`src/design/wsfr_pkg.sv`:
```
// ----------------------------------------------------------------------------
// wsfr_pkg
// Types and constants of the WebSocket frame receiver.
// ----------------------------------------------------------------------------
package wsfr_pkg;

  // Parse phase, one-hot.
  typedef enum logic [4:0] {
    PH_HDR0 = 5'b00001,
    PH_HDR1 = 5'b00010,
    PH_EXT  = 5'b00100,
    PH_KEY  = 5'b01000,
    PH_DATA = 5'b10000
  } phase_t;

  // Event kinds on the result channel.
  localparam logic [1:0] EV_PAYLOAD     = 2'd0;
  localparam logic [1:0] EV_PONG_REQ    = 2'd1;
  localparam logic [1:0] EV_CLOSED_PEER = 2'd2;
  localparam logic [1:0] EV_CLOSED_BAD  = 2'd3;

  // Opcodes.
  localparam logic [3:0] OP_BINARY = 4'h2;
  localparam logic [3:0] OP_CLOSE  = 4'h8;
  localparam logic [3:0] OP_PING   = 4'h9;
  localparam logic [3:0] OP_PONG   = 4'hA;

  // Seven-bit length codes that announce an extended length.
  localparam logic [6:0] LEN_EXT16 = 7'd126;
  localparam logic [6:0] LEN_EXT64 = 7'd127;

  // Extended length bytes still due minus one.
  localparam logic [2:0] EXT16_CNT = 3'd1;
  localparam logic [2:0] EXT64_CNT = 3'd7;

  typedef struct packed {
    logic [1:0] event_kind;
    logic [7:0] payload_byte;
    logic [1:0] frame_opcode;
    logic       last_of_frame;
  } result_t;

endpackage

```
`src/design/wsfr_in_stage.sv`:
```
// ----------------------------------------------------------------------------
// wsfr_in_stage
// Input register: holds one received byte until the parser takes it.
// ----------------------------------------------------------------------------
module wsfr_in_stage
  import wsfr_pkg::*;
(
  input  logic       clk,
  input  logic       rst_n,
  input  logic       in_valid,
  output logic       in_stall,
  input  logic [7:0] in_rx_byte,
  input  logic       advance,
  output logic       fire,
  output logic [7:0] byte_out
);

  logic       valid_r;
  logic       valid_nxt;
  logic [7:0] byte_r;
  logic [7:0] byte_nxt;
  logic       load;

  assign load     = !valid_r || advance;
  assign in_stall = valid_r && !advance;
  assign fire     = valid_r && advance;
  assign byte_out = byte_r;

  always_comb begin
    valid_nxt = load ? in_valid : valid_r;
    byte_nxt  = (load && in_valid) ? in_rx_byte : byte_r;
  end

  always_ff @(posedge clk) begin
    if (!rst_n) begin
      valid_r <= 1'b0;
    end else begin
      valid_r <= valid_nxt;
    end
  end

  always_ff @(posedge clk) begin
    byte_r <= byte_nxt;
  end

endmodule

```
`src/design/wsfr_parser.sv`:
```
// ----------------------------------------------------------------------------
// wsfr_parser
// Frame parser: header, extended length, masking key and payload unmasking.
// ----------------------------------------------------------------------------
module wsfr_parser
  import wsfr_pkg::*;
#(
  parameter int LENGTH_BITS = 64
) (
  input  logic       clk,
  input  logic       rst_n,
  input  logic       fire,
  input  logic [7:0] rx_byte,
  output logic       has_result,
  output result_t    result
);

  phase_t                 phase_r, phase_nxt;
  logic [3:0]             opcode_r, opcode_nxt;
  logic                   masked_r, masked_nxt;
  logic [LENGTH_BITS-1:0] rem_r, rem_nxt;
  logic [2:0]             cnt_r, cnt_nxt;
  logic [31:0]            key_r, key_nxt;
  logic [1:0]             mpos_r, mpos_nxt;
  logic                   closed_r, closed_nxt;

  logic [3:0]             op_in;
  logic [6:0]             len7;
  logic [LENGTH_BITS-1:0] ext_len;
  logic [7:0]             key_byte;
  logic                   rem_is_one;

  assign op_in      = rx_byte[3:0];
  assign len7       = rx_byte[6:0];
  assign rem_is_one = (rem_r == LENGTH_BITS'(1));

  // A length that would overflow on the next shift saturates to all ones.
  assign ext_len = (rem_r[LENGTH_BITS-1 -: 8] != 8'd0) ? '1
                 : {rem_r[LENGTH_BITS-9:0], rx_byte};

  always_comb begin
    case (mpos_r)
      2'd0:    key_byte = key_r[31:24];
      2'd1:    key_byte = key_r[23:16];
      2'd2:    key_byte = key_r[15:8];
      default: key_byte = key_r[7:0];
    endcase
    if (!masked_r) begin
      key_byte = 8'd0;
    end
  end

  always_comb begin
    phase_nxt  = phase_r;
    opcode_nxt = opcode_r;
    masked_nxt = masked_r;
    rem_nxt    = rem_r;
    cnt_nxt    = cnt_r;
    key_nxt    = key_r;
    mpos_nxt   = mpos_r;
    closed_nxt = closed_r;
    has_result = 1'b0;
    result     = '0;

    if (fire && !closed_r) begin
      unique case (phase_r)
        PH_HDR0: begin
          opcode_nxt = op_in;
          phase_nxt  = PH_HDR1;
          if (op_in <= OP_BINARY || op_in == OP_PONG) begin
            has_result = 1'b0;
          end else if (op_in == OP_PING) begin
            has_result        = 1'b1;
            result.event_kind = EV_PONG_REQ;
          end else begin
            closed_nxt        = 1'b1;
            has_result        = 1'b1;
            result.event_kind = (op_in == OP_CLOSE) ? EV_CLOSED_PEER : EV_CLOSED_BAD;
          end
        end
        PH_HDR1: begin
          masked_nxt = rx_byte[7];
          rem_nxt    = '0;
          if (len7 == LEN_EXT16) begin
            phase_nxt = PH_EXT;
            cnt_nxt   = EXT16_CNT;
          end else if (len7 == LEN_EXT64) begin
            phase_nxt = PH_EXT;
            cnt_nxt   = EXT64_CNT;
          end else begin
            rem_nxt  = LENGTH_BITS'(len7);
            mpos_nxt = 2'd0;
            if (rx_byte[7]) begin
              phase_nxt = PH_KEY;
              key_nxt   = '0;
            end else begin
              phase_nxt = (len7 == 7'd0) ? PH_HDR0 : PH_DATA;
            end
          end
        end
        PH_EXT: begin
          rem_nxt = ext_len;
          if (cnt_r == 3'd0) begin
            mpos_nxt = 2'd0;
            if (masked_r) begin
              phase_nxt = PH_KEY;
              key_nxt   = '0;
            end else begin
              phase_nxt = (ext_len == '0) ? PH_HDR0 : PH_DATA;
            end
          end else begin
            cnt_nxt = cnt_r - 3'd1;
          end
        end
        PH_KEY: begin
          key_nxt = {key_r[23:0], rx_byte};
          if (mpos_r == 2'd3) begin
            mpos_nxt  = 2'd0;
            phase_nxt = (rem_r == '0) ? PH_HDR0 : PH_DATA;
          end else begin
            mpos_nxt = mpos_r + 2'd1;
          end
        end
        PH_DATA: begin
          mpos_nxt = mpos_r + 2'd1;
          rem_nxt  = rem_r - LENGTH_BITS'(1);
          if (rem_is_one) begin
            phase_nxt = PH_HDR0;
          end
          // Control frame payload is skipped without a result.
          if (opcode_r <= OP_BINARY) begin
            has_result           = 1'b1;
            result.event_kind    = EV_PAYLOAD;
            result.payload_byte  = rx_byte ^ key_byte;
            result.frame_opcode  = opcode_r[1:0];
            result.last_of_frame = rem_is_one;
          end
        end
        default: begin
          phase_nxt = PH_HDR0;
        end
      endcase
    end
  end

  always_ff @(posedge clk) begin
    if (!rst_n) begin
      phase_r  <= PH_HDR0;
      opcode_r <= '0;
      masked_r <= 1'b0;
      rem_r    <= '0;
      cnt_r    <= '0;
      key_r    <= '0;
      mpos_r   <= '0;
      closed_r <= 1'b0;
    end else begin
      phase_r  <= phase_nxt;
      opcode_r <= opcode_nxt;
      masked_r <= masked_nxt;
      rem_r    <= rem_nxt;
      cnt_r    <= cnt_nxt;
      key_r    <= key_nxt;
      mpos_r   <= mpos_nxt;
      closed_r <= closed_nxt;
    end
  end

endmodule

```
`src/design/wsfr_out_stage.sv`:
```
// ----------------------------------------------------------------------------
// wsfr_out_stage
// Result register: holds one result word until the receiver takes it.
// ----------------------------------------------------------------------------
module wsfr_out_stage
  import wsfr_pkg::*;
(
  input  logic       clk,
  input  logic       rst_n,
  input  logic       load,
  input  result_t    result,
  output logic       advance,
  output logic       out_valid,
  input  logic       out_stall,
  output logic [1:0] out_event_kind,
  output logic [7:0] out_payload_byte,
  output logic [1:0] out_frame_opcode,
  output logic       out_last_of_frame
);

  logic    valid_r, valid_nxt;
  result_t res_r, res_nxt;

  // The register can take a new word when empty or when its word leaves.
  assign advance = !valid_r || !out_stall;

  always_comb begin
    valid_nxt = advance ? load : valid_r;
    res_nxt   = (advance && load) ? result : res_r;
  end

  always_ff @(posedge clk) begin
    if (!rst_n) begin
      valid_r <= 1'b0;
    end else begin
      valid_r <= valid_nxt;
    end
  end

  always_ff @(posedge clk) begin
    res_r <= res_nxt;
  end

  assign out_valid         = valid_r;
  assign out_event_kind    = res_r.event_kind;
  assign out_payload_byte  = res_r.payload_byte;
  assign out_frame_opcode  = res_r.frame_opcode;
  assign out_last_of_frame = res_r.last_of_frame;

endmodule

```
`src/design/websocket_frame_receiver.sv`:
```
// ----------------------------------------------------------------------------
// websocket_frame_receiver
// Path: input register, combinational parser, result register to out_ ports.
// Throughput: one byte per cycle while the result register is not stalled;
// the parser state updates once per byte.
// A stalled result register holds the input register full, then stalls input.
// Reset (synchronous, rst_n low) clears the parser to await a frame header.
// ----------------------------------------------------------------------------
module websocket_frame_receiver
  import wsfr_pkg::*;
#(
  parameter int LENGTH_BITS = 64
) (
  input  logic       clk,
  input  logic       rst_n,
  input  logic       in_valid,
  output logic       in_stall,
  input  logic [7:0] in_rx_byte,
  output logic       out_valid,
  input  logic       out_stall,
  output logic [1:0] out_event_kind,
  output logic [7:0] out_payload_byte,
  output logic [1:0] out_frame_opcode,
  output logic       out_last_of_frame
);

  logic       advance;
  logic       fire;
  logic [7:0] rx_byte;
  logic       has_result;
  result_t    result;

  wsfr_in_stage u_in (
    .clk        (clk),
    .rst_n      (rst_n),
    .in_valid   (in_valid),
    .in_stall   (in_stall),
    .in_rx_byte (in_rx_byte),
    .advance    (advance),
    .fire       (fire),
    .byte_out   (rx_byte)
  );

  wsfr_parser #(
    .LENGTH_BITS (LENGTH_BITS)
  ) u_parser (
    .clk        (clk),
    .rst_n      (rst_n),
    .fire       (fire),
    .rx_byte    (rx_byte),
    .has_result (has_result),
    .result     (result)
  );

  wsfr_out_stage u_out (
    .clk               (clk),
    .rst_n             (rst_n),
    .load              (has_result),
    .result            (result),
    .advance           (advance),
    .out_valid         (out_valid),
    .out_stall         (out_stall),
    .out_event_kind    (out_event_kind),
    .out_payload_byte  (out_payload_byte),
    .out_frame_opcode  (out_frame_opcode),
    .out_last_of_frame (out_last_of_frame)
  );

endmodule

```
`config.mk`:
```
export PLATFORM = sky130hd
export DESIGN_NAME = websocket_frame_receiver
export DESIGN_NICKNAME = d
export VERILOG_FILES = /design/src/design/wsfr_pkg.sv /design/src/design/wsfr_in_stage.sv /design/src/design/wsfr_parser.sv /design/src/design/wsfr_out_stage.sv /design/src/design/websocket_frame_receiver.sv
export SDC_FILE = /design/constraint.sdc
export NUM_CORES = 1
export LEC_CHECK = 0
export CORE_ASPECT_RATIO = 1.4
export CORE_MARGIN = 3
export CORE_UTILIZATION = 40
export DETAILED_ROUTE_END_ITERATION = 10
export DONT_BUFFER_PORTS = 1
export PLACE_DENSITY = 0.58
export SYNTH_ARGS = -nofsm -noshare
export SYNTH_HDL_FRONTEND = slang
export SYNTH_SLANG_ARGS = --single-unit
```
`constraint.sdc`:
```
create_clock -name clk -period 8.1 [get_ports clk]
set_input_delay 0.81 -clock clk [delete_from_list [all_inputs] [get_ports clk]]
set_output_delay 0.81 -clock clk [all_outputs]
set_load 0.1 [all_outputs]
```
# [Yosys cells after proc, flatten, opt, wreduce, memory -nomap -nowiden]
# Index checks and enable logic that the tools add are counted.
[word_totals] reg_bits=135 input_bits=12 output_inout_bits=15 word_cells=118
[op_classes] add_sub_neg=3 n_lt_le_gt_ge=2 n_eq_ne=23 muxes=40 n_bitwise=3 reduce_logical=32
[op_table] op="case mux 64 bit (3 select lines)" n=1
[op_table] op="two-way mux 32 bit" n=5
[op_table] op="logical NOT 64 bit" n=2
[op_table] op="two-way mux 64 bit" n=2
[op_table] op="case mux 32 bit (3 select lines)" n=1
[op_table] op="== test 64 x 1 -> 1 bit, second input constant" n=1
[op_table] op="subtractor 64 x 1 -> 64 bit, second input constant" n=1
[op_table] op="two-way mux 5 bit" n=10
[op_table] op="case mux 5 bit (5 select lines)" n=1
[op_table] op="case mux 8 bit (3 select lines)" n=1
[op_table] op="== test 7 bit, second input constant" n=2
[op_table] op="== test 4 bit, second input constant" n=3
[op_table] op="two-way mux 2 bit" n=6
[op_table] op="AND reduction 4 bit" n=3
[op_table] op="two-way mux 3 bit" n=3
[op_table] op="<= comparator 4 x 2 -> 1 bit, second input constant" n=2
[op_table] op="two-way mux 8 bit" n=1
[op_table] op="!= test 2 x 1 -> 1 bit, second input constant" n=4
[op_table] op="!= test 2 bit, second input constant" n=4
[op_table] op="case mux 2 bit (4 select lines)" n=1
[op_table] op="nonzero test 8 bit" n=1
[op_table] op="XOR 8 bit" n=1
[op_table] op="logical NOT 7 bit" n=1
[op_table] op="two-way mux 7 bit" n=1
[op_table] op="other kinds (27)" n=45

# [Logic depth before layout (Yosys ltp)]
# Gate-level depths: netlist of the first run.
[depth] depth_word=7 ltp_mapped=10 ltp_nobuf=8

# [By module]
# From an unflattened synthesis of the first run, not the netlist that was laid out.
[hier_totals] hier_cells=1031 hier_area_um2=7815.0
[modules_own_cells] module="wsfr_parser" instances=1 cells_per_inst=1000 area_per_inst_um2=7089.3 seq_area_each_um2=2242.2
[modules_own_cells] module="wsfr_out_stage" instances=1 cells_per_inst=18 area_per_inst_um2=431.7 seq_area_each_um2=410.4
[modules_own_cells] module="wsfr_in_stage" instances=1 cells_per_inst=13 area_per_inst_um2=294.0 seq_area_each_um2=260.2

# [Worst setup path after synthesis of the first run]
# OpenSTA, ideal clock, no wires.
[synth_path] path_type="in2reg" startpoint="input out_stall" endpoint="register u_out.res_r (netlist bit u_out.out_event_kind[0]) (enable)" setup_time_ns=0.386 t_arrival_ns=2.782 required_time_ns=7.714 path_slack_ns=4.932 cell_stages=6 n_path_buf=2 path_cell_list="and2_1 or2_2 clkbuf_1 or4_1 clkbuf_1 o21ai_1"
[synth_via] elab_chain_len=6
[synth_lines] element="from (decl)" line_no="websocket_frame_receiver.sv:20" text="input logic out_stall,"
[synth_lines] element="logical NOT 1 bit *" line_no="wsfr_out_stage.sv:25" text="assign advance = !valid_r || !out_stall;"
[synth_lines] element="logical OR 1 bit *" line_no="wsfr_out_stage.sv:25"
[synth_lines] element="logical AND 1 bit" line_no="wsfr_in_stage.sv:26" text="assign fire = valid_r && advance;"
[synth_lines] element="logical AND 1 bit" line_no="wsfr_parser.sv:65" text="if (fire && !closed_r) begin"
[synth_lines] element="two-way mux 1 bit" line_no="wsfr_parser.sv:65"
[synth_lines] element="logical AND 1 bit *" line_no="wsfr_out_stage.sv:29" text="res_nxt = (advance && load) ? result : res_r;"
[synth_lines] element="to (signal assigned)" line_no="wsfr_out_stage.sv:41" text="res_r <= res_nxt;"
[synth_lines] element="to (decl)" line_no="wsfr_out_stage.sv:22" text="result_t res_r, res_nxt;"
# Mark *: on every way between the ends. The rest lies on a longest branch, timed or not.
# A chain may end at the register's enable or synchronous reset.

# [Final worst setup path of the first run]
[layout_path] startpoint="register u_out.valid_r (netlist: u_out.out_valid)" endpoint="register u_out.res_r (netlist bit u_out.out_event_kind[1]) (enable)"
[layout_via] elab_chain_len=6
[layout_lines] element="from (decl)" line_no="wsfr_out_stage.sv:21" text="logic valid_r, valid_nxt;"
[layout_lines] element="from (signal assigned)" line_no="wsfr_out_stage.sv:36" text="valid_r <= valid_nxt;"
[layout_lines] element="logical NOT 1 bit *" line_no="wsfr_out_stage.sv:25"
[layout_lines] element="logical OR 1 bit *" line_no="wsfr_out_stage.sv:25"
[layout_lines] element="logical AND 1 bit" line_no="wsfr_in_stage.sv:26"
[layout_lines] element="logical AND 1 bit" line_no="wsfr_parser.sv:65"
[layout_lines] element="two-way mux 1 bit" line_no="wsfr_parser.sv:65"
[layout_lines] element="logical AND 1 bit *" line_no="wsfr_out_stage.sv:29"
# Marks and branches as above.

==> results of run 1 <==
[critical path: stages, from the launching register on]
cell,delay (ns)
dfxtp_1,0.65
and2_1,0.35
or2_2,0.36
or4_1,0.67
o21ai_1,0.98
[cells by family after synthesis]
family / share of synthesized area (%)
xor+xnor: 1.34
fa+ha+maj: 1.27
mux: 1.32
compound gates: 26.3
buf+inv: 5.31
flops: 37.0
simple gates: 27.4
[per-layer routing]
layer / global-route usage (%) / routed length [um]
met4: 9.68 / 828
met2: 39.6 / 12200
met1: 26.5 / 9980
met5: 0 / 0
met3: 3.28 / 949
[registers in the layout (all words and copies together), names as in the netlist, 2 cells and up]
register	cells
u_parser.key_r	32
u_out.out_event_kind	2
u_out.out_payload_byte	8
u_parser.cnt_r	3
u_out.out_frame_opcode	2
u_parser.opcode_r	4
u_parser.rem_r	64
u_parser.phase_r	5
u_parser.mpos_r	2
u_in.byte_out	8
[layout make-up]
| class | instances | share of cell area, % |
|---|---|---|
| timing repair buffer | 12 | 1.06 |
| multi-input combinational | 780 | 53.5 |
| inverter | 14 | 0.616 |
| sequential | 135 | 34.1 |
| clock buffer | 17 | 4.99 |
| tap | 248 | 3.64 |
| clock inverter | 15 | 2.01 |
[through the flow]
stage / cells / total power [W] / utilization, % / area [sq um] / worst slack [ns]
floorplan: 1019 / 0.000814 / - / 7860 / 4.93
global route: 1221 / 0.00167 / 44.2 / 8530 / 4.48
CTS: 1221 / 0.00163 / 44.2 / 8530 / 4.71
global placement: 1189 / 0.000840 / 41.1 / 7930 / 4.70
finish: 1221 / 0.00161 / 44.2 / 8530 / 4.70
detailed placement: 1189 / 0.000840 / 41.1 / 7930 / 4.73
[power groups by stage]
stage                     Combinational, W  Sequential [W]  Clock [W]
after CTS                        0.0000871        0.000738   0.000803
after detailed placement         0.0000867        0.000753          0
final                            0.0000876        0.000738   0.000786
after global placement           0.0000867        0.000754          0
after floorplan                  0.0000701        0.000744          0
after global routing             0.0000955        0.000740   0.000833
[Yosys cell counts, types with 5 or more instances]
cell type,instances
o21ai_0,118
dfxtp_1,114
a21oi_1,104
nand2_1,103
nor2_1,100
clkbuf_1,77
nand4_1,46
nor4_1,23
nor3_1,22
edfxtp_1,21
a31oi_1,18
o21a_1,17
nand3_1,16
or3_1,15
inv_1,14
o211ai_1,14
a22oi_1,11
or4_1,11
a222oi_1,9
and3_1,9
xor2_1,9
ha_1,8
buf_2,7
mux2i_1,7
nand2b_1,7
nor2b_1,7
o31ai_1,6
o41ai_1,6
a21o_1,5
nor4_2,5
o22ai_1,5
o31a_1,5
or2_2,5
[how the worst max path moves through the flow]
stage | depth (start not counted) | slack, ns | startpoint | to
6_report | 4 | 4.70 | u_out.out_valid$_SDFFE_PN0P_ | u_out.out_event_kind[1]$_SDFFCE_PP0P_
3_5_place_dp | 4 | 4.73 | out_stall | u_out.out_payload_byte[1]$_SDFFCE_PN0P_
5_1_grt | 5 | 4.48 | u_out.out_valid$_SDFFE_PN0P_ | u_out.out_payload_byte[7]$_SDFFCE_PN0P_
4_1_cts | 4 | 4.71 | u_out.out_valid$_SDFFE_PN0P_ | u_out.out_payload_byte[7]$_SDFFCE_PN0P_
2_1_floorplan | 6 | 4.93 | out_stall | u_out.out_event_kind[0]$_SDFFCE_PP0P_
3_3_place_gp | 4 | 4.70 | out_stall | u_out.out_payload_byte[4]$_SDFFCE_PN0P_
==> impl_metrics.tcl, run 1 <==
set metrics [dict create \
    worstHoldPathType "flop to flop" \
    synth_area_leaders "dfxtp_1 29%, edfxtp_1 8.0%, o21ai_0 7.5%, a21oi_1 6.6%, nand2_1 4.9%" \
    cts_sinks 135 \
    cts.path.max_buffers 2 \
    p_int_w 0.00114 \
    die_w_um 125 \
    synthCells 1019 \
    vias 7639 \
    via_per_inst 6.26 \
    layout_common_cells "118 x o21ai_0, 114 x dfxtp_1, 104 x a21oi_1" \
    ff_latch_area_sq_mm 0.00291 \
    synth_fp_nets 1039 \
    synth_top_area_share_pct 29.0 \
    fill_cells 1934 \
    syn_area_sq_mm 0.00786 \
    first_global_vias 7256 \
    die_h_um 172 \
    timing.rr.end "u_out.out_event_kind[1]$_SDFFCE_PP0P_" \
    ant_nets 0 \
    fin_tns_setup_ns 0 \
    initial_core_util_pct 40.8 \
    r2r_slack_ns 4.70 \
    ff2ff_path_depth 4 \
    cts_tree "built" \
    hold_depth 2 \
    synth_cell_types 71 \
    clk_pin_slew_ns 0.07 \
    finalSetupViolations 0 \
    fin_skew_ns 0.0122 \
    status "finished clean" \
    clk_latency_ns 0.43 \
    power_density_mw_per_mm2 189 \
    cap_violations 0 \
    endpoint_kind "flop" \
    final_common_cell "o21ai_0" \
    drv_slew 0 \
    nNetsFinal 980 \
    irDropWorstVdd_v 0.000153 \
    postCtsSetupBuffers 0 \
    worst_ep_arrival_time_ns 3.45 \
    hold_viol 0 \
    crit_fanout 14 \
    criticalPathCategory "flop to flop" \
    fin_hold_ws_ns 0.458 \
    min_period_ns 3.40 \
    drt_pass1_iterations 8 \
    floorplan.rows 60 \
    power_frac_comb_pct 5.4 \
    worst_pin_slew_ns 1.17 \
    drive_gt1_share_pct 8.53 \
    grt_use_total_pct 22.1 \
    ys_seq_elements 135 \
    overflow 0 \
    port_buffers 0 \
    worstPathRequired_ns 8.15 \
    power_frac_clock_pct 48.8 \
    max_freq_mhz 294 \
    swShare_pct 29.5 \
    p_leak_nw 2.91 \
    synth.largest_area_cell "dfxtp_1" \
    netSwitchingPower_w 0.000475 \
    rsz0062_at_grt "no" \
    async_flop_share_pct 0 \
    synth-edff-count 21 \
    avgSynthCellArea_sq_um 7.72 \
    grt_pass1_wl_um 38600 \
    drc 0 \
    cts-root-buf "clkbuf_16" \
    hold_path.startpoint "u_parser.key_r[25]$_SDFFE_PN0P_" \
    dieArea_sq_mm 0.0214 \
    synth_flop_cell "dfxtp_1" \
    max-slew-margin-rel_pct 21.5 \
    io_pins 27 \
    reg2reg_from "u_out.out_valid$_SDFFE_PN0P_" \
    finalWirelength_um 24000 \
    htree_levels 4 \
    grt_max_degree 81 \
    pwr-share-seq_pct 45.8 \
    cts_resized 0 \
    wire_per_inst_um 19.6 \
    globalplace.congestion 0.894 \
    cts_hold_buffers 0 \
    yosysWarnings 0 \
    core_region_area_sq_mm 0.0193 \
    area_delta_synth_final_pct 8.48 \
    place_hpwl_um 15400 \
    ys_seq_area_share_pct 37.0 \
    whs_endpoint "u_parser.key_r[25]$_SDFFE_PN0P_" \
    start_kind "flop" \
    antenna_found_initial 0 \
    multi_input_area_sq_mm 0.00457 \
    cts_made_buffers 17 \
    finalCritPeriodShare_pct 42.0 \
    diodes 0 \
    drt-initial-drc-count 745 \
]
Power figures use the tool's default switching activity.
==> run 2, diff against run 1 <==
PLACE_DENSITY = 0.6   (was 0.58)
clock period = 2.95 ns   (was 8.1 ns; I/O delays follow)
==> run 2 against run 1 <==
Global-route usage rose by 0.97 points. Combinational power rose to 3.3 times the previous value. Setup slack got worse by 4.3 ns. Non-clock buffer count rose by 44.
==> impl_metrics.tcl, run 2 (same netlist as run 1, synthesis figures left out) <==
set metrics [dict create \
    grt_max_degree 50 \
    worst_pin_slew_ns 0.951 \
    core_region_area_sq_mm 0.0193 \
    drive_gt1_share_pct 11.6 \
    die_w_um 125 \
    first_global_vias 7686 \
    criticalPathCategory "flop to flop" \
    dieArea_sq_mm 0.0214 \
    drc 0 \
    final_common_cell "o21ai_0" \
    max-slew-margin-rel_pct 36.7 \
    fin_area_sq_mm 0.00896 \
    cap_violations 0 \
    cts-root-buf "clkbuf_16" \
    via_per_inst 6.31 \
    finalWirelength_um 24900 \
    drv_slew 0 \
    die_h_um 172 \
    min_period_ns 2.57 \
    htree_levels 4 \
    use_met2_pct 41.3 \
    placed_cell_area_sq_mm 0.00823 \
    nNetsFinal 1024 \
    clk_latency_ns 0.44 \
    diodes 0 \
    worst_ep_arrival_time_ns 2.93 \
    io_pins 27 \
    port_buffers 0 \
    top_usage_layer "met2" \
    cts_made_buffers 17 \
    max_freq_mhz 390 \
    wire_per_inst_um 19.6 \
    largest_reg_flops 64 \
    antenna_found_initial 0 \
    worstPathRequired_ns 3.31 \
    overflow 0 \
    finalCritPeriodShare_pct 87.0 \
    rsz0062_at_grt "no" \
    grt_use_met1_pct 27.0 \
    hold_viol 0 \
    clk_pin_slew_ns 0.08 \
    initial_core_util_pct 40.8 \
    worstHoldPathType "input pin to flop" \
    cts.path.max_buffers 2 \
    finalSetupViolations 0 \
    power_density_mw_per_mm2 502 \
    regMostFlops "u_parser.rem_r" \
    crit_chain "nor4_1, nand2_1, nor3_2, nand4_2, or4_1, o211ai_1" \
    grt_pass1_wl_um 40300 \
    post-route-util_pct 46.4 \
    globalplace.congestion 0.926 \
    top_regs "u_parser.rem_r (64), u_parser.key_r (32)" \
    cts_hold_buffers 10 \
    max_stage_delay_ns 0.64 \
    use_met3_pct 3.86 \
    floorplan.rows 60 \
    drt-initial-drc-count 799 \
    layout_common_cells "118 x o21ai_0, 114 x dfxtp_1, 104 x a21oi_1" \
    drt_pass1_iterations 5 \
    cts_resized 0 \
    fill_cells 1925 \
    place_hpwl_um 16400 \
    grt_use_total_pct 23.1 \
    fin_tns_setup_ns 0 \
    crit_fanout 8 \
    postCtsSetupBuffers 0 \
    vias 7979 \
    irDropWorstVdd_v 0.000320 \
    endpoint_kind "flop" \
    ant_nets 0 \
    cts_tree "built" \
    p_leak_nw 3.13 \
    cts_sinks 135 \
    crit_slowest_cell "nor4_1" \
    status "finished clean" \
    start_kind "flop" \
    fin_skew_ns 0.0130 \
    area_delta_synth_final_pct 13.9 \
]
## run 2: cell types whose count changed in the layout (fill, tap and decap cells not counted), sizes merged
| cell | previous run | this run |
|---|---|---|
| dlygate4sd3 | 0 | 10 |
| buf | 12 | 46 |
| inv | 26 | 20 |
| clkinv | 3 | 9 |
## run 2: path summary, 6_finish.rpt
kind / from / endpoint / slack (ns) / depth (start not counted)
setup reg to reg: u_parser.rem_r[36]$_SDFFE_PN0P_ / u_parser.rem_r[57]$_SDFFE_PN0P_ / 0.38 / 6
hold / removal: rst_n / u_parser.rem_r[32]$_SDFFE_PN0P_ / 0.03 / 2
setup / recovery: u_parser.rem_r[36]$_SDFFE_PN0P_ / u_parser.rem_r[57]$_SDFFE_PN0P_ / 0.38 / 6
hold reg to reg: u_parser.key_r[31]$_SDFFE_PN0P_ / u_parser.key_r[31]$_SDFFE_PN0P_ / 0.46 / 2
## run 2: worst max-delay path, delay by kind of cell (launching register included)
family,cells,cell delay (ns)
AND/OR/NAND/NOR,5,2.03
AO/OA/AOI/OAI,1,0.11
flip-flops,1,0.35
## run 2: where the power goes
part / internal, W / total, W / switching, W
clock network: 0.00116 / 0.00220 / 0.00104
registers: 0.00190 / 0.00201 / 0.000113
logic: 0.0000975 / 0.000289 / 0.000191
total: 0.00316 / 0.00450 / 0.00134
## run 2: final cells by class
class,instances,area [sq um],area share (%)
inverter,14,52.6,0.587
clock inverter,15,201,2.25
multi-input combinational,780,4570,51.0
sequential,135,2910,32.5
tap,248,310,3.46
clock buffer,17,425,4.75
timing repair buffer,56,483,5.39
## run 2: through the flow
step                      total power [W]  hold WS [ns]  setup WS (ns)  std cells
after floorplan                   0.00224         0.394         0.0466       1019
after global placement            0.00233         0.394          0.451       1223
after detailed placement          0.00233         0.394          0.426       1223
after CTS                         0.00454       0.00360          0.409       1265
after global routing              0.00465        0.0151          0.169       1265
final                             0.00450        0.0320          0.383       1265
## run 2: routing by layer
| metal | vias up | routed length [um] |
|---|---|---|
| met1 | 3843 | 9940 |
| met5 | - | 0 |
| met4 | 0 | 961 |
| li1 | 3776 | - |
| met3 | 82 | 1140 |
| met2 | 278 | 12800 |
==> run 3, diff against run 2 <==
CTS_CLUSTER_SIZE = 12   (was default)
PLACE_DENSITY = 0.58   (was 0.6)
==> run 3 against run 2 <==
Flip-flop and latch count did not move. Clock power barely moved. Setup slack got worse by 0.070 ns. Clock-buffer cell count did not move. Worst hold slack got worse by 0.014 ns. Final cell count rose by 0.24%. Total power fell by 0.19%. Critical path depth rose by 1. Critical path type unchanged. Largest cell class unchanged. Highest routed layer unchanged.
==> impl_metrics.tcl, run 3 (same netlist as run 1, synthesis figures left out) <==
set metrics [dict create \
    status "finished clean" \
    ff2ff_path_depth 7 \
    overflow 0 \
    diodes 0 \
    globalplace.congestion 0.944 \
    hold_path.startpoint "rst_n" \
    max_freq_mhz 379 \
    ant_nets 0 \
    area_delta_synth_final_pct 13.9 \
    final_common_cell "o21ai_0" \
    fin_skew_ns 0.0181 \
    core_region_area_sq_mm 0.0193 \
    cts-root-buf "clkbuf_16" \
    swShare_pct 29.7 \
    timing.rr.end "u_parser.rem_r[26]$_SDFFE_PN0P_" \
    worstHoldPathType "input pin to flop" \
    crit_chain "nor4_2, nand3_2, nor4_1, buf_4, nand2_1, a21oi_1, a31o_1" \
    pwr-share-seq_pct 44.8 \
    dieArea_sq_mm 0.0214 \
    criticalPathCategory "flop to flop" \
    finalCritPeriodShare_pct 89.4 \
    irDropWorstVdd_v 0.000520 \
    cts.path.max_buffers 2 \
    grt_max_degree 90 \
    top_regs "u_parser.rem_r (64), u_parser.key_r (32)" \
    fin_tns_setup_ns 0 \
    drt-initial-drc-count 685 \
    drt_pass1_iterations 8 \
    start_kind "flop" \
    worst_ep_arrival_time_ns 3.01 \
    crit_fanout 14 \
    wire_per_inst_um 19.5 \
    drc 0 \
    postCtsSetupBuffers 0 \
    vias 7908 \
    clk_pin_slew_ns 0.08 \
    drive_gt1_share_pct 11.9 \
    dp_cells 1226 \
    power_density_mw_per_mm2 501 \
    worstPathRequired_ns 3.33 \
    crit_slowest_cell "nor4_1" \
    worst_pin_slew_ns 0.910 \
    largest_reg_flops 64 \
    antenna_found_initial 0 \
    cp_top_family "simple AND/OR/NAND/NOR gates" \
    layout_common_cells "118 x o21ai_0, 114 x dfxtp_1, 104 x a21oi_1" \
    hold_viol 0 \
    cts_tree "built" \
    post-route-util_pct 46.4 \
    max-slew-margin-rel_pct 39.5 \
    clk_latency_ns 0.43 \
    initial_core_util_pct 40.8 \
    finalWirelength_um 24800 \
    netSwitchingPower_w 0.00133 \
    grt_pass1_wl_um 40400 \
    endpoint_kind "flop" \
    reg2reg_from "u_parser.rem_r[6]$_SDFFE_PN0P_" \
    cts_resized 0 \
    path_buf_inv 1 \
    power_frac_clock_pct 48.8 \
    htree_levels 4 \
    floorplan.rows 60 \
    io_pins 27 \
    r2r_slack_ns 0.31 \
    rsz0062_at_grt "no" \
    max_stage_delay_ns 0.79 \
    min_period_ns 2.64 \
    finalSetupViolations 0 \
    power_frac_comb_pct 6.4 \
    drv_slew 0 \
    fin_hold_ws_ns 0.0183 \
    cap_violations 0 \
    grt_use_total_pct 22.9 \
    cts_hold_buffers 10 \
    hold_depth 2 \
    first_global_vias 7743 \
    cts_sinks 135 \
    whs_endpoint "u_parser.rem_r[61]$_SDFFE_PN0P_" \
    cts_made_buffers 17 \
    die_h_um 172 \
    place_hpwl_um 16700 \
    p_leak_nw 3.15 \
    nNetsFinal 1027 \
    port_buffers 0 \
    stdcell_count 1268 \
    regMostFlops "u_parser.rem_r" \
    die_w_um 125 \
    via_per_inst 6.24 \
    p_int_w 0.00316 \
]
==> run 3: cell count changes in the layout (fill, tap and decap cells not counted) <==
cell      previous run  this run
buf_12               3         2
inv_12               0         1
buf_4               43        47
clkinv_8             8         6
inv_6                2         3
==> run 3: routing by layer <==
metal | vias up | track usage (%) | wire (um) | share of wire (%)
met5 | - | 0 | 0 | 0
met4 | 0 | 11.2 | 879 | 3.5
met3 | 71 | 3.55 | 1150 | 4.6
met2 | 257 | 41.2 | 12800 | 52
met1 | 3799 | 26.5 | 9940 | 40
li1 | 3781 | - | - | -
==> run 3: layout make-up <==
| class | instances | area [sq um] |
|---|---|---|
| inverter | 14 | 52.6 |
| clock inverter | 15 | 194 |
| fill | 1888 | 10300 |
| tap | 248 | 310 |
| multi-input combinational | 780 | 4570 |
| timing repair buffer | 59 | 493 |
| sequential | 135 | 2910 |
| clock buffer | 17 | 425 |
==> run 3: worst max-delay path by stage <==
stage	from	endpoint	slack, ns	cells after the start
6_report	u_parser.rem_r[6]$_SDFFE_PN0P_	u_parser.rem_r[26]$_SDFFE_PN0P_	0.31	7
5_1_grt	u_parser.rem_r[6]$_SDFFE_PN0P_	u_parser.rem_r[26]$_SDFFE_PN0P_	0.08	7
4_1_cts	u_parser.rem_r[6]$_SDFFE_PN0P_	u_parser.rem_r[26]$_SDFFE_PN0P_	0.32	7
3_5_place_dp	u_parser.rem_r[6]$_SDFFE_PN0P_	u_parser.rem_r[26]$_SDFFE_PN0P_	0.35	7
3_3_place_gp	u_parser.rem_r[36]$_SDFFE_PN0P_	u_parser.rem_r[44]$_SDFFE_PN0P_	0.36	6
2_1_floorplan	u_out.out_valid$_SDFFE_PN0P_	u_out.out_event_kind[0]$_SDFFCE_PP0P_	0.05	6
==> run 3: metrics by stage <==
step | setup slack [ns] | total power, W | cell area (sq um)
2_1_floorplan | 0.0466 | 0.00224 | 7870
3_3_place_gp | 0.357 | 0.00233 | 8240
3_5_place_dp | 0.353 | 0.00233 | 8240
4_1_cts | 0.315 | 0.00453 | 8960
5_1_grt | 0.0817 | 0.00463 | 8960
6_report | 0.313 | 0.00449 | 8960
==> run 3: power groups by stage <==
stage	registers (W)	clock network (W)	logic (W)
4_1_cts	0.00201	0.00224	0.000285
3_5_place_dp	0.00205	0	0.000273
2_1_floorplan	0.00204	0	0.000193
3_3_place_gp	0.00206	0	0.000273
6_report	0.00201	0.00219	0.000288
5_1_grt	0.00202	0.00230	0.000313
